[config.mk]
export PLATFORM = sky130hd
export DESIGN_NAME = rgb_led_frame_buffer_encoder
export DESIGN_NICKNAME = d
export VERILOG_FILES = /design/src/hdl/rgbfb_pkg.sv /design/src/hdl/rgb_led_frame_buffer_encoder.sv /design/src/hdl/rgbfb_line_out.sv
export SDC_FILE = /design/constraint.sdc
export NUM_CORES = 1
export LEC_CHECK = 0
export BUFFER_PORTS_ARGS = -buffer_cell sky130_fd_sc_hd__buf_2
export CAP_MARGIN = 10
export CORE_MARGIN = 1
export CORE_UTILIZATION = 50
export CTS_CLUSTER_DIAMETER = 80
export DETAILED_ROUTE_END_ITERATION = 12
export GPL_TIMING_DRIVEN = 0
export PLACE_DENSITY_LB_ADDON = 0.25
export SLEW_MARGIN = 20
export SYNTH_ARGS = -nofsm -noshare
export SYNTH_HDL_FRONTEND = slang
export SYNTH_HIERARCHICAL = 1
export SYNTH_SLANG_ARGS = --single-unit
[constraint.sdc]
create_clock -name i_clk -period 3 [get_ports i_clk]
set_input_delay 0.45 -clock i_clk [delete_from_list [all_inputs] [get_ports i_clk]]
set_output_delay 0.45 -clock i_clk [all_outputs]
set_load 0.05 [all_outputs]
[src/hdl/rgbfb_pkg.sv]
// Shared types, constants and the line encoding function for the RGB LED
// frame buffer encoder. No dependencies.
package rgbfb_pkg;

    // Number of pixels in the chain and the width of a row address.
    localparam int PIXELS = 16;
    localparam int ROW_W  = (PIXELS > 1) ? $clog2(PIXELS) : 1;

    // Request codes carried in the req_type field.
    typedef enum logic [2:0] {
        REQ_COLOR       = 3'd0,
        REQ_HUE         = 3'd1,
        REQ_CLEAR_PIXEL = 3'd2,
        REQ_CLEAR_ALL   = 3'd3,
        REQ_UPDATE      = 3'd4
    } t_req;

    // Sequencer states.
    typedef enum logic [1:0] {
        S_IDLE,
        S_READ,
        S_SEND
    } t_state;

    // Byte position within a pixel row.
    localparam logic [1:0] BYTE_FIRST = 2'd0;
    localparam logic [1:0] BYTE_LAST  = 2'd2;

    // Colour wheel constants.
    localparam logic [7:0] WHEEL_STEP_MAX = 8'd63;
    localparam logic [1:0] BRIGHT_MAX     = 2'd2;
    localparam logic [1:0] PHASE_UNUSED   = 2'd3;

    // One byte handed to the line output stage.
    typedef struct packed {
        logic       valid;
        logic [7:0] data;
        logic       last;
    } t_word_req;

    // Each pair of data bits becomes one SPI byte: nibble 0x6 for a one and
    // 0x4 for a zero, the most significant pair in the top byte.
    function automatic logic [31:0] encode_byte(input logic [7:0] data);
        logic [31:0] word;
        word = '0;
        for (int k = 0; k < 4; k++) begin
            word[31 - 8 * k -: 8] = {2'b01, data[7 - 2 * k], 1'b0,
                                     2'b01, data[6 - 2 * k], 1'b0};
        end
        return word;
    endfunction

endpackage

[src/hdl/rgb_led_frame_buffer_encoder.sv]
// Top level of the RGB LED frame buffer encoder: pixel store, request
// sequencer and colour wheel. Depends on rgbfb_pkg and rgbfb_line_out.
//
//  Channel   Direction  Handshake                 Carries
//  --------  ---------  ------------------------  -------------------------------
//  request   in         i_in_valid / o_in_ready   req_type, pixel, RGB, hue, bright
//  line      out        o_out_valid / i_out_ready line_word, last_word
//  config    in         i_cfg_valid / o_cfg_ready colour order bit
//
// A colour write, hue write, pixel clear or unknown request is done in the
// accepting cycle. An update or clear-all walks the rows in order, and each
// pixel row takes a read on the single read port of the store (S_READ) and
// then the shared byte encoder (S_SEND), one colour byte at a time, waiting
// out any output stalls.
// Reset is synchronous and active low; it empties the output register, sets
// the colour order to green-red-blue and marks every pixel row as zero.
// While the line channel stalls the sequencer waits in place; the last word
// may still wait in the output register while the next request is taken.
module rgb_led_frame_buffer_encoder (
    input  logic        i_clk,
    input  logic        i_rst_n,
    // Request channel.
    input  logic        i_in_valid,
    output logic        o_in_ready,
    input  logic [2:0]  i_req_type,
    input  logic [3:0]  i_pixel,
    input  logic [7:0]  i_red,
    input  logic [7:0]  i_green,
    input  logic [7:0]  i_blue,
    input  logic [7:0]  i_hue,
    input  logic [1:0]  i_bright,
    // Line channel.
    output logic        o_out_valid,
    input  logic        i_out_ready,
    output logic [31:0] o_line_word,
    output logic        o_last_word,
    // Configuration channel.
    input  logic        i_cfg_valid,
    output logic        o_cfg_ready,
    input  logic        i_cfg_data
);
    import rgbfb_pkg::*;

    // Pixel store: one 24-bit row per pixel, first stored byte on top. A row
    // whose valid bit is clear reads as zero, which gives the cleared store
    // after reset and after a clear-all without a sweep.
    logic [23:0]       mem [PIXELS];
    logic [PIXELS-1:0] r_row_ok;

    t_state            r_state, n_state;
    logic [ROW_W-1:0]  r_row, n_row;
    logic [1:0]        r_byte, n_byte;
    logic              r_color_order;
    logic [23:0]       r_rd_data;
    logic              r_rd_ok;

    logic              accept;
    logic [7:0]        px_ext;
    logic              px_ok;
    logic [ROW_W-1:0]  wr_row;
    logic              wr_en;
    logic [23:0]       wr_data;
    logic              clr_row;
    logic              clr_all;

    // Colour wheel and byte ordering.
    logic [1:0]        shift;
    logic [7:0]        up;
    logic [7:0]        down;
    logic [7:0]        cr, cg, cb;
    logic              hue_ok;

    t_word_req         word_req;
    logic              line_free;
    logic [7:0]        sel_byte;

    assign o_cfg_ready = 1'b1;
    assign o_in_ready  = (r_state == S_IDLE);
    assign accept      = i_in_valid && o_in_ready;

    always_ff @(posedge i_clk) begin
        if (!i_rst_n) begin
            r_color_order <= 1'b0;
        end else if (i_cfg_valid) begin
            r_color_order <= i_cfg_data;
        end
    end

    // Pixels beyond the chain are ignored.
    assign px_ext = {4'b0000, i_pixel};
    assign px_ok  = (px_ext < 8'(PIXELS));
    assign wr_row = px_ext[ROW_W-1:0];

    // Hue write: the low six bits ramp one channel up and another down, the
    // top two bits pick the phase. Brightness three behaves as two.
    assign shift = (i_bright > BRIGHT_MAX) ? BRIGHT_MAX : i_bright;
    assign up    = {2'b00, i_hue[5:0]} << shift;
    assign down  = (WHEEL_STEP_MAX << shift) - up;
    assign hue_ok = (i_hue[7:6] != PHASE_UNUSED);

    always_comb begin
        cr = i_red;
        cg = i_green;
        cb = i_blue;
        if (i_req_type == REQ_HUE) begin
            case (i_hue[7:6])
                2'd0:    begin cr = down; cg = up;   cb = 8'd0; end
                2'd1:    begin cr = 8'd0; cg = down; cb = up;   end
                default: begin cr = up;   cg = 8'd0; cb = down; end
            endcase
        end
    end

    assign wr_data = r_color_order ? {cr, cg, cb} : {cg, cr, cb};

    // Byte of the current row that goes to the encoder.
    always_comb begin
        case (r_byte)
            2'd0:    sel_byte = r_rd_data[23:16];
            2'd1:    sel_byte = r_rd_data[15:8];
            default: sel_byte = r_rd_data[7:0];
        endcase
        if (!r_rd_ok) begin
            sel_byte = 8'd0;
        end
    end

    // Sequencer: next state and the store controls.
    always_comb begin
        n_state  = r_state;
        n_row    = r_row;
        n_byte   = r_byte;
        wr_en    = 1'b0;
        clr_row  = 1'b0;
        clr_all  = 1'b0;
        word_req = '{valid: 1'b0, data: sel_byte, last: 1'b0};
        unique case (r_state)
            S_IDLE: begin
                if (accept) begin
                    case (i_req_type)
                        REQ_COLOR: begin
                            wr_en = px_ok;
                        end
                        REQ_HUE: begin
                            wr_en = px_ok && hue_ok;
                        end
                        REQ_CLEAR_PIXEL: begin
                            clr_row = px_ok;
                        end
                        REQ_CLEAR_ALL: begin
                            clr_all = 1'b1;
                            n_row   = '0;
                            n_state = S_READ;
                        end
                        REQ_UPDATE: begin
                            n_row   = '0;
                            n_state = S_READ;
                        end
                        default: begin
                        end
                    endcase
                end
            end
            S_READ: begin
                n_byte  = BYTE_FIRST;
                n_state = S_SEND;
            end
            S_SEND: begin
                if (line_free) begin
                    word_req.valid = 1'b1;
                    word_req.last  = (r_byte == BYTE_LAST) &&
                                     (r_row == ROW_W'(PIXELS - 1));
                    n_byte = r_byte + 2'd1;
                    if (r_byte == BYTE_LAST) begin
                        if (r_row == ROW_W'(PIXELS - 1)) begin
                            n_state = S_IDLE;
                        end else begin
                            n_row   = r_row + ROW_W'(1);
                            n_state = S_READ;
                        end
                    end
                end
            end
            default: begin
                n_state = S_IDLE;
            end
        endcase
    end

    always_ff @(posedge i_clk) begin
        if (!i_rst_n) begin
            r_state <= S_IDLE;
        end else begin
            r_state <= n_state;
        end
    end

    always_ff @(posedge i_clk) begin
        r_row  <= n_row;
        r_byte <= n_byte;
    end

    // Row valid bits: set by a write, cleared by reset and by the clears.
    always_ff @(posedge i_clk) begin
        if (!i_rst_n) begin
            r_row_ok <= '0;
        end else if (clr_all) begin
            r_row_ok <= '0;
        end else if (wr_en) begin
            r_row_ok[wr_row] <= 1'b1;
        end else if (clr_row) begin
            r_row_ok[wr_row] <= 1'b0;
        end
    end

    // Store write port and registered read port.
    always_ff @(posedge i_clk) begin
        if (wr_en) begin
            mem[wr_row] <= wr_data;
        end
    end

    always_ff @(posedge i_clk) begin
        if (r_state == S_READ) begin
            r_rd_data <= mem[r_row];
            r_rd_ok   <= r_row_ok[r_row];
        end
    end

    rgbfb_line_out u_line_out (
        .i_clk       (i_clk),
        .i_rst_n     (i_rst_n),
        .i_req       (word_req),
        .o_free      (line_free),
        .o_valid     (o_out_valid),
        .i_ready     (i_out_ready),
        .o_line_word (o_line_word),
        .o_last_word (o_last_word)
    );

endmodule

[src/hdl/rgbfb_line_out.sv]
// Line output stage: encodes one stored byte into a 32-bit SPI word and
// holds it in an output register until taken. Depends on rgbfb_pkg.
module rgbfb_line_out (
    input  logic               i_clk,
    input  logic               i_rst_n,
    input  rgbfb_pkg::t_word_req i_req,
    output logic               o_free,
    output logic               o_valid,
    input  logic               i_ready,
    output logic [31:0]        o_line_word,
    output logic               o_last_word
);
    import rgbfb_pkg::*;

    logic        r_valid;
    logic [31:0] r_word;
    logic        r_last;

    // The register may be loaded when empty or when its item leaves now.
    assign o_free = !r_valid || i_ready;

    always_ff @(posedge i_clk) begin
        if (!i_rst_n) begin
            r_valid <= 1'b0;
        end else if (o_free) begin
            r_valid <= i_req.valid;
        end
    end

    always_ff @(posedge i_clk) begin
        if (o_free && i_req.valid) begin
            r_word <= encode_byte(i_req.data);
            r_last <= i_req.last;
        end
    end

    assign o_valid     = r_valid;
    assign o_line_word = r_word;
    assign o_last_word = r_last;

endmodule

==> results.cfg, run 1 <==
[power_and_ir_drop]
ir_drop_v = 0.000349
total_power_mw = 12.9
power_density_nw_per_um2 = 603
leakage_nw = 7.08

[timing]
slew_headroom_pct = 32.8
fin_hold_ws_ns = 0.180
fin_skew_ns = 0.00929
finalCriticalPeriod_ns = 2.90
fin_ws_ns = 0.0961
max_freq_ghz = 0.344
tightest_slew_ns = 1.01
setup_viol = 0
fin_crit_sh_pct = 96.8
slew_violations = 0
hold_violations = 0

[yosys]
synth_cell_types = 75
synth_cells = 975
synth_top_area_share_pct = 69.0
synth-xor-area-share_pct = 0.379
synth_warnings = 6
async_reset_ff_share_pct = 0
ys_seq_area_share_pct = 71.1
synth_fa_ha_area_share_pct = 0.610
synth_seq_cells = 444
synth-simple-area-share_pct = 4.01
avgSynthCellArea_um2 = 18.9
ys.flop_type = edfxtp_1
synth_top_family_by_area = multiplexers
syn_area_um2 = 18500
synth_edf_count = 424
synth_top_area_cell = edfxtp_1
synth-compound-area-share_pct = 4.31
ys_top_cells_by_area = edfxtp_1 69%, mux4_2 15%, dfxtp_1 2.2%
synthMuxAreaShare_pct = 16.4

[placement]
place_worst_setup_slack_ns = -1.09
dp_hpwl_um = 28900
io_buffers = 54
gp_congestion = 0.893
dpl_cell_area_um2 = 19800

[job]
drv_cap = 0

[global_route]
grt_pass1_wl_um = 64800
use_met1_pct = 34.1
grt_pass1_vias = 9863
grt_max_degree = 26
use_met2_pct = 38.6
grt_util_all_layers_pct = 24.1
grt-ovfl-total = 0
antenna_found_initial = 0
top_usage_layer = met2
gr-usage-met3_pct = 4.21

[routing]
wire_per_inst_um = 27.2
first_iter_violations = 1170
drtAntennaViolNets = 0
routed_wl_um = 44200
via_per_inst = 6.07
drcViolationCount = 0
firstDrtPassIters = 7
vias = 9844

[final_layout]
final_area_um2 = 21400
n_antenna_cell = 0
syn_to_final_growth_pct = 15.9
final_common_cell = edfxtp_1
final_cell_mix = 424 x edfxtp_1, 125 x mux4_2, 64 x buf_2
final_nets = 1178
fill_cells = 2663
drive_gt1_share_pct = 32.5
final_util_pct = 58.7

[critical_path]
critPathLaunchType = flop
critical_path.max_stage_delay_ns = 0.69
path_max_fanout = 10
cpMaxStageDelayCell = buf_1
worstPathCellList = clkbuf_1 > buf_1 > mux4_2 > mux4_2
worstSetupPathType = reg2reg
reg2regPathDepth = 4
path_common_cell = mux4_2
r2r_setup_slack_ns = 0.1
end_kind = flop
cp.arrival_ns = 3.16
required_ns = 3.26

[worst_hold_path]
min_delay_path_depth = 3
hold_class = in2reg

[clock_tree]
clkLatencyLatePin_ns = 0.53
root_buffer = clkbuf_16
cts_buffers = 44
cts_buffer_depth = 3
cts_tree = done
path_clk_slew_ns = 0.06
cts_hold_buffers = 0
cts-htree-levels = 2
clock-sinks = 444

[status]
status = complete, no violations

[die]
placementRows = 70
start_util_pct = 50.7
dieArea_um2 = 37700
die-width_um = 194
die_h_um = 194
core_um2 = 36400
pin_count = 83
[worst max-delay path, delay by kind of cell, from the launching register on]
| family | cells | cell delay, ns |
|---|---|---|
| buffers and inverters | 2 | 1.27 |
| multiplexers | 2 | 0.95 |
| flip-flops | 1 | 0.40 |
[metrics by stage]
stage	cells	setup TNS, ns
floorplan	998	-2.85
global route	1621	-1.25
global placement	1520	-398.55
finish	1621	0
detailed placement	1537	-234.40
CTS	1617	-3.00
[synthesized netlist by cell type, types with 2 or more instances]
cell type  instances
nand2_1           52
a22o_1             2
clkbuf_1          24
dfxtp_1           20
a31oi_1            3
nor2_1            38
o21a_1             3
buf_1              4
edfxtp_1         424
mux4_2           125
a31o_2             2
a22oi_1           14
nand3_1           13
buf_6              2
mux2_1             2
clkbuf_8           4
nor2b_1            8
buf_4             26
a221oi_1           4
xor2_1             2
or2_2              2
nand3b_1           2
and2_1            10
xnor2_1            6
o21bai_1           2
inv_1             28
a21boi_0           8
buf_2             11
and3_1             4
a311oi_1           2
ha_1               9
a21oi_1           24
mux2i_1           15
nor3_1             3
nand2b_1           4
o21ai_0           31
conb_1             3
o21ai_2            2
[sequential cells by signal, summed over array words and instances (netlist names), named ones only]
| signal | count |
|---|---|
| r_byte | 2 |
| r_state | 2 |
| u_line_out/o_valid | 1 |
| r_color_order | 1 |
| mem | 384 |
| r_rd_data | 24 |
| r_row | 4 |
| r_rd_ok | 1 |
| u_line_out/o_line_word | 8 |
| u_line_out/o_last_word | 1 |
[report_power, final]
part | switching [mW] | internal (mW) | total, mW | leakage, nW
clock network | 2.19 | 2.82 | 5.01 | 0.629
registers | 0.0129 | 6.90 | 6.92 | 3.98
logic | 0.615 | 0.353 | 0.968 | 2.47
[kinds of logic after synthesis]
group,Yosys count
AOI/OAI and AO/OA,115
adders and majority gates,9
buffers and inverters,101
muxes,145
and+or+nand+nor,150
other,3
xor gates and xnor gates,8
DFF,444
[final timing paths]
check / start / to
worst max-delay path: r_row[1] / r_rd_data[21]
worst min-delay path: i_cfg_data / r_color_order
worst max register to register: r_row[1] / r_rd_data[21]
worst min register to register: flop / flop
[repair_timing]
action	CTS	global route
setup endpoints to repair	282	55
cloned	0	0
gates resized for setup	22	16
setup buffers	3	3
pin swaps	2	1
[cell type report]
| type | count | area, um2 | area share [%] |
|---|---|---|---|
| Clock inverter | 22 | 129 | 0.602 |
| Inverter | 29 | 109 | 0.509 |
| Multi-Input combinational cell | 453 | 5040 | 23.5 |
| Buffer | 72 | 479 | 2.24 |
| Tap cell | 468 | 586 | 2.74 |
| Sequential cell | 444 | 13100 | 61.4 |
| Timing Repair Buffer | 78 | 758 | 3.54 |
| Clock buffer | 55 | 1160 | 5.44 |
[metal layers]
metal	share of wire (%)	up-vias
met1	42	5091
met5	0	-
li1	-	4193
met2	48	479
met4	2.7	0
met3	7.9	81
No activity file was read; power rests on OpenSTA's default activity.
==> run 2, diff against run 1 <==
--- a/config.mk
+++ b/config.mk
@@ -16,5 +16,4 @@
 export SLEW_MARGIN = 20
 export SYNTH_ARGS = -nofsm -noshare
 export SYNTH_HDL_FRONTEND = slang
-export SYNTH_HIERARCHICAL = 1
 export SYNTH_SLANG_ARGS = --single-unit
==> constraint.sdc (replaced) <==
create_clock -name i_clk -period 3.1 [get_ports i_clk]
set_input_delay 0.465 -clock i_clk [delete_from_list [all_inputs] [get_ports i_clk]]
set_output_delay 0.465 -clock i_clk [all_outputs]
set_load 0.05 [all_outputs]
==> run 2 against run 1 <==
- fmax is 2.4% lower
- sequential power fell by 3.2%
- critical path depth stayed put
- clock skew is 0.0047 ns higher
- total power down 1.6%
- register-to-register slack improved by 0.03 ns
- clock power grew 2%
- routed wire length fell by 2.9%
- critical path type unchanged
==> results.cfg, run 2 <==
[status]
status = complete, no violations

[timing]
fin_crit_sh_pct = 96.0
tightest_slew_ns = 1.18
fin_ws_ns = 0.125
fin_skew_ns = 0.0140
finalCriticalPeriod_ns = 2.98
hold_violations = 0
max_freq_ghz = 0.336
setup_viol = 0
finalSetupTns_ns = 0
slew_violations = 0
slew_headroom_pct = 21.3
fin_hold_ws_ns = 0.234

[critical_path]
critPathLaunchType = flop
crit_end = r_rd_ok
critPathLaunch = r_row[1]
required_ns = 3.37
r2r_setup_slack_ns = 0.12
r2r-end = r_rd_ok
path_max_fanout = 10
end_kind = flop
reg2regPathDepth = 4
worstSetupPathType = reg2reg
cp.arrival_ns = 3.25
r2r-start = r_row[1]

[clock_tree]
cts_buffer_depth = 3
clock-sinks = 444
root_buffer = clkbuf_16
cts_buffers = 45
clkLatencyLatePin_ns = 0.55
path_clk_slew_ns = 0.06
cts_hold_buffers = 0
cts_tree = done
cts-htree-levels = 2

[placement]
dp_hpwl_um = 26400
dp_cells = 1496
place_worst_setup_slack_ns = -0.792
io_buffers = 52
dpl_cell_area_um2 = 19400
gp_congestion = 0.869

[yosys]
synth_cells = 953
async_reset_ff_share_pct = 0
synth_seq_cells = 444
synth.most_common_cell = edfxtp_1
synth_warnings = 0
yosys-top-cells-count = 424 x edfxtp_1, 125 x mux4_2, 49 x nand2_1
ys_seq_area_share_pct = 71.8
synth_top_area_cell = edfxtp_1
ys_top_cells_by_area = edfxtp_1 70%, mux4_2 15%, dfxtp_1 2.2%
syn_area_um2 = 18300
synth_edf_count = 424
ys.flop_type = edfxtp_1
avgSynthCellArea_um2 = 19.2
synth_top_area_share_pct = 69.6
synth_cell_types = 60

[power_and_ir_drop]
total_power_mw = 12.7
power_density_nw_per_um2 = 602
leakage_nw = 6.87
ir_drop_v = 0.000342

[global_route]
grt_util_all_layers_pct = 23.6
antenna_found_initial = 0
grt_pass1_wl_um = 63400
grt_max_degree = 25
grt-ovfl-total = 0
grt_pass1_vias = 9742

[die]
core_um2 = 35700
die_h_um = 193
die-width_um = 193
placementRows = 69
pin_count = 83
start_util_pct = 51.2
dieArea_um2 = 37300

[job]
drv_cap = 0

[routing]
drtAntennaViolNets = 0
first_iter_violations = 1087
via_per_inst = 6.02
wire_per_inst_um = 27.1
firstDrtPassIters = 7
vias = 9520
drcViolationCount = 0
routed_wl_um = 42900

[final_layout]
final_common_cell = edfxtp_1
final_util_pct = 58.9
final_nets = 1143
largest_reg_flops = 384
final_cell_mix = 424 x edfxtp_1, 125 x mux4_2, 61 x buf_2
finalNonFillerCells = 1581
syn_to_final_growth_pct = 15.2
n_antenna_cell = 0
top_register = mem
drive_gt1_share_pct = 31.9
final_area_um2 = 21100
fill_cells = 2650

[worst_hold_path]
hold_class = in2reg
-- run 2: final cells by class --
cell class,count,area [um2],share of cell area (%)
Tap cell,461,577,2.74
Sequential cell,444,13100,62.3
Inverter,25,95.1,0.451
Timing Repair Buffer,63,475,2.26
Multi-Input combinational cell,434,4950,23.5
Clock inverter,19,144,0.683
Clock buffer,61,1230,5.83
Buffer,74,465,2.21
-- run 2: worst max-delay path, stage by stage (launching register included) --
cell and delay, ns:
edfxtp_1 0.37, clkbuf_1 0.56, clkbuf_1 0.79, mux4_2 0.42, mux4_2 0.55
-- run 2: worst min path at each step --
stage | from | endpoint | slack [ns] | cells after the start
after floorplan | flop | flop | 0.45 | 2
after global placement | flop | flop | 0.46 | 2
after detailed placement | flop | flop | 0.47 | 2
after CTS | i_rst_n | r_state[1] | 0.22 | 2
after global routing | i_rst_n | r_state[1] | 0.23 | 2
final | i_rst_n | r_state[1] | 0.23 | 2
-- run 2: what timing repair did --
| item | CTS | global route |
|---|---|---|
| pin swaps | 0 | 2 |
| setup endpoints to repair | 172 | 213 |
| setup buffers | 0 | 5 |
| gates resized for setup | 11 | 12 |
| gates cloned | 0 | 0 |
-- run 2: power by group --
part           switching, mW  total, mW  leakage, nW  internal, mW
Clock                   2.16       5.10        0.665          2.94
Sequential            0.0116       6.70         3.99          6.68
Combinational          0.579      0.897         2.22         0.319
-- run 2: logic make-up after synthesis --
group                    count (synthesis)  share of synthesized area, %
AO/OA/AOI/OAI                          113                          4.03
other                                    2                        0.0411
adder cells (fa/ha/maj)                  9                         0.616
XOR/XNOR                                10                         0.479
multiplexers                           145                          16.6
AND/OR/NAND/NOR                        131                          3.44
flip-flops                             444                          71.8
buffers and inverters                   99                          2.98
-- run 2: routing by layer --
layer  up-vias  track usage, %  routed length [um]
li1       4076               -                   -
met1      4884            32.1               17000
met2       473            39.2               21200
met3        87            4.34                3500
met4         0            6.81                1100
met5         -               0                   0
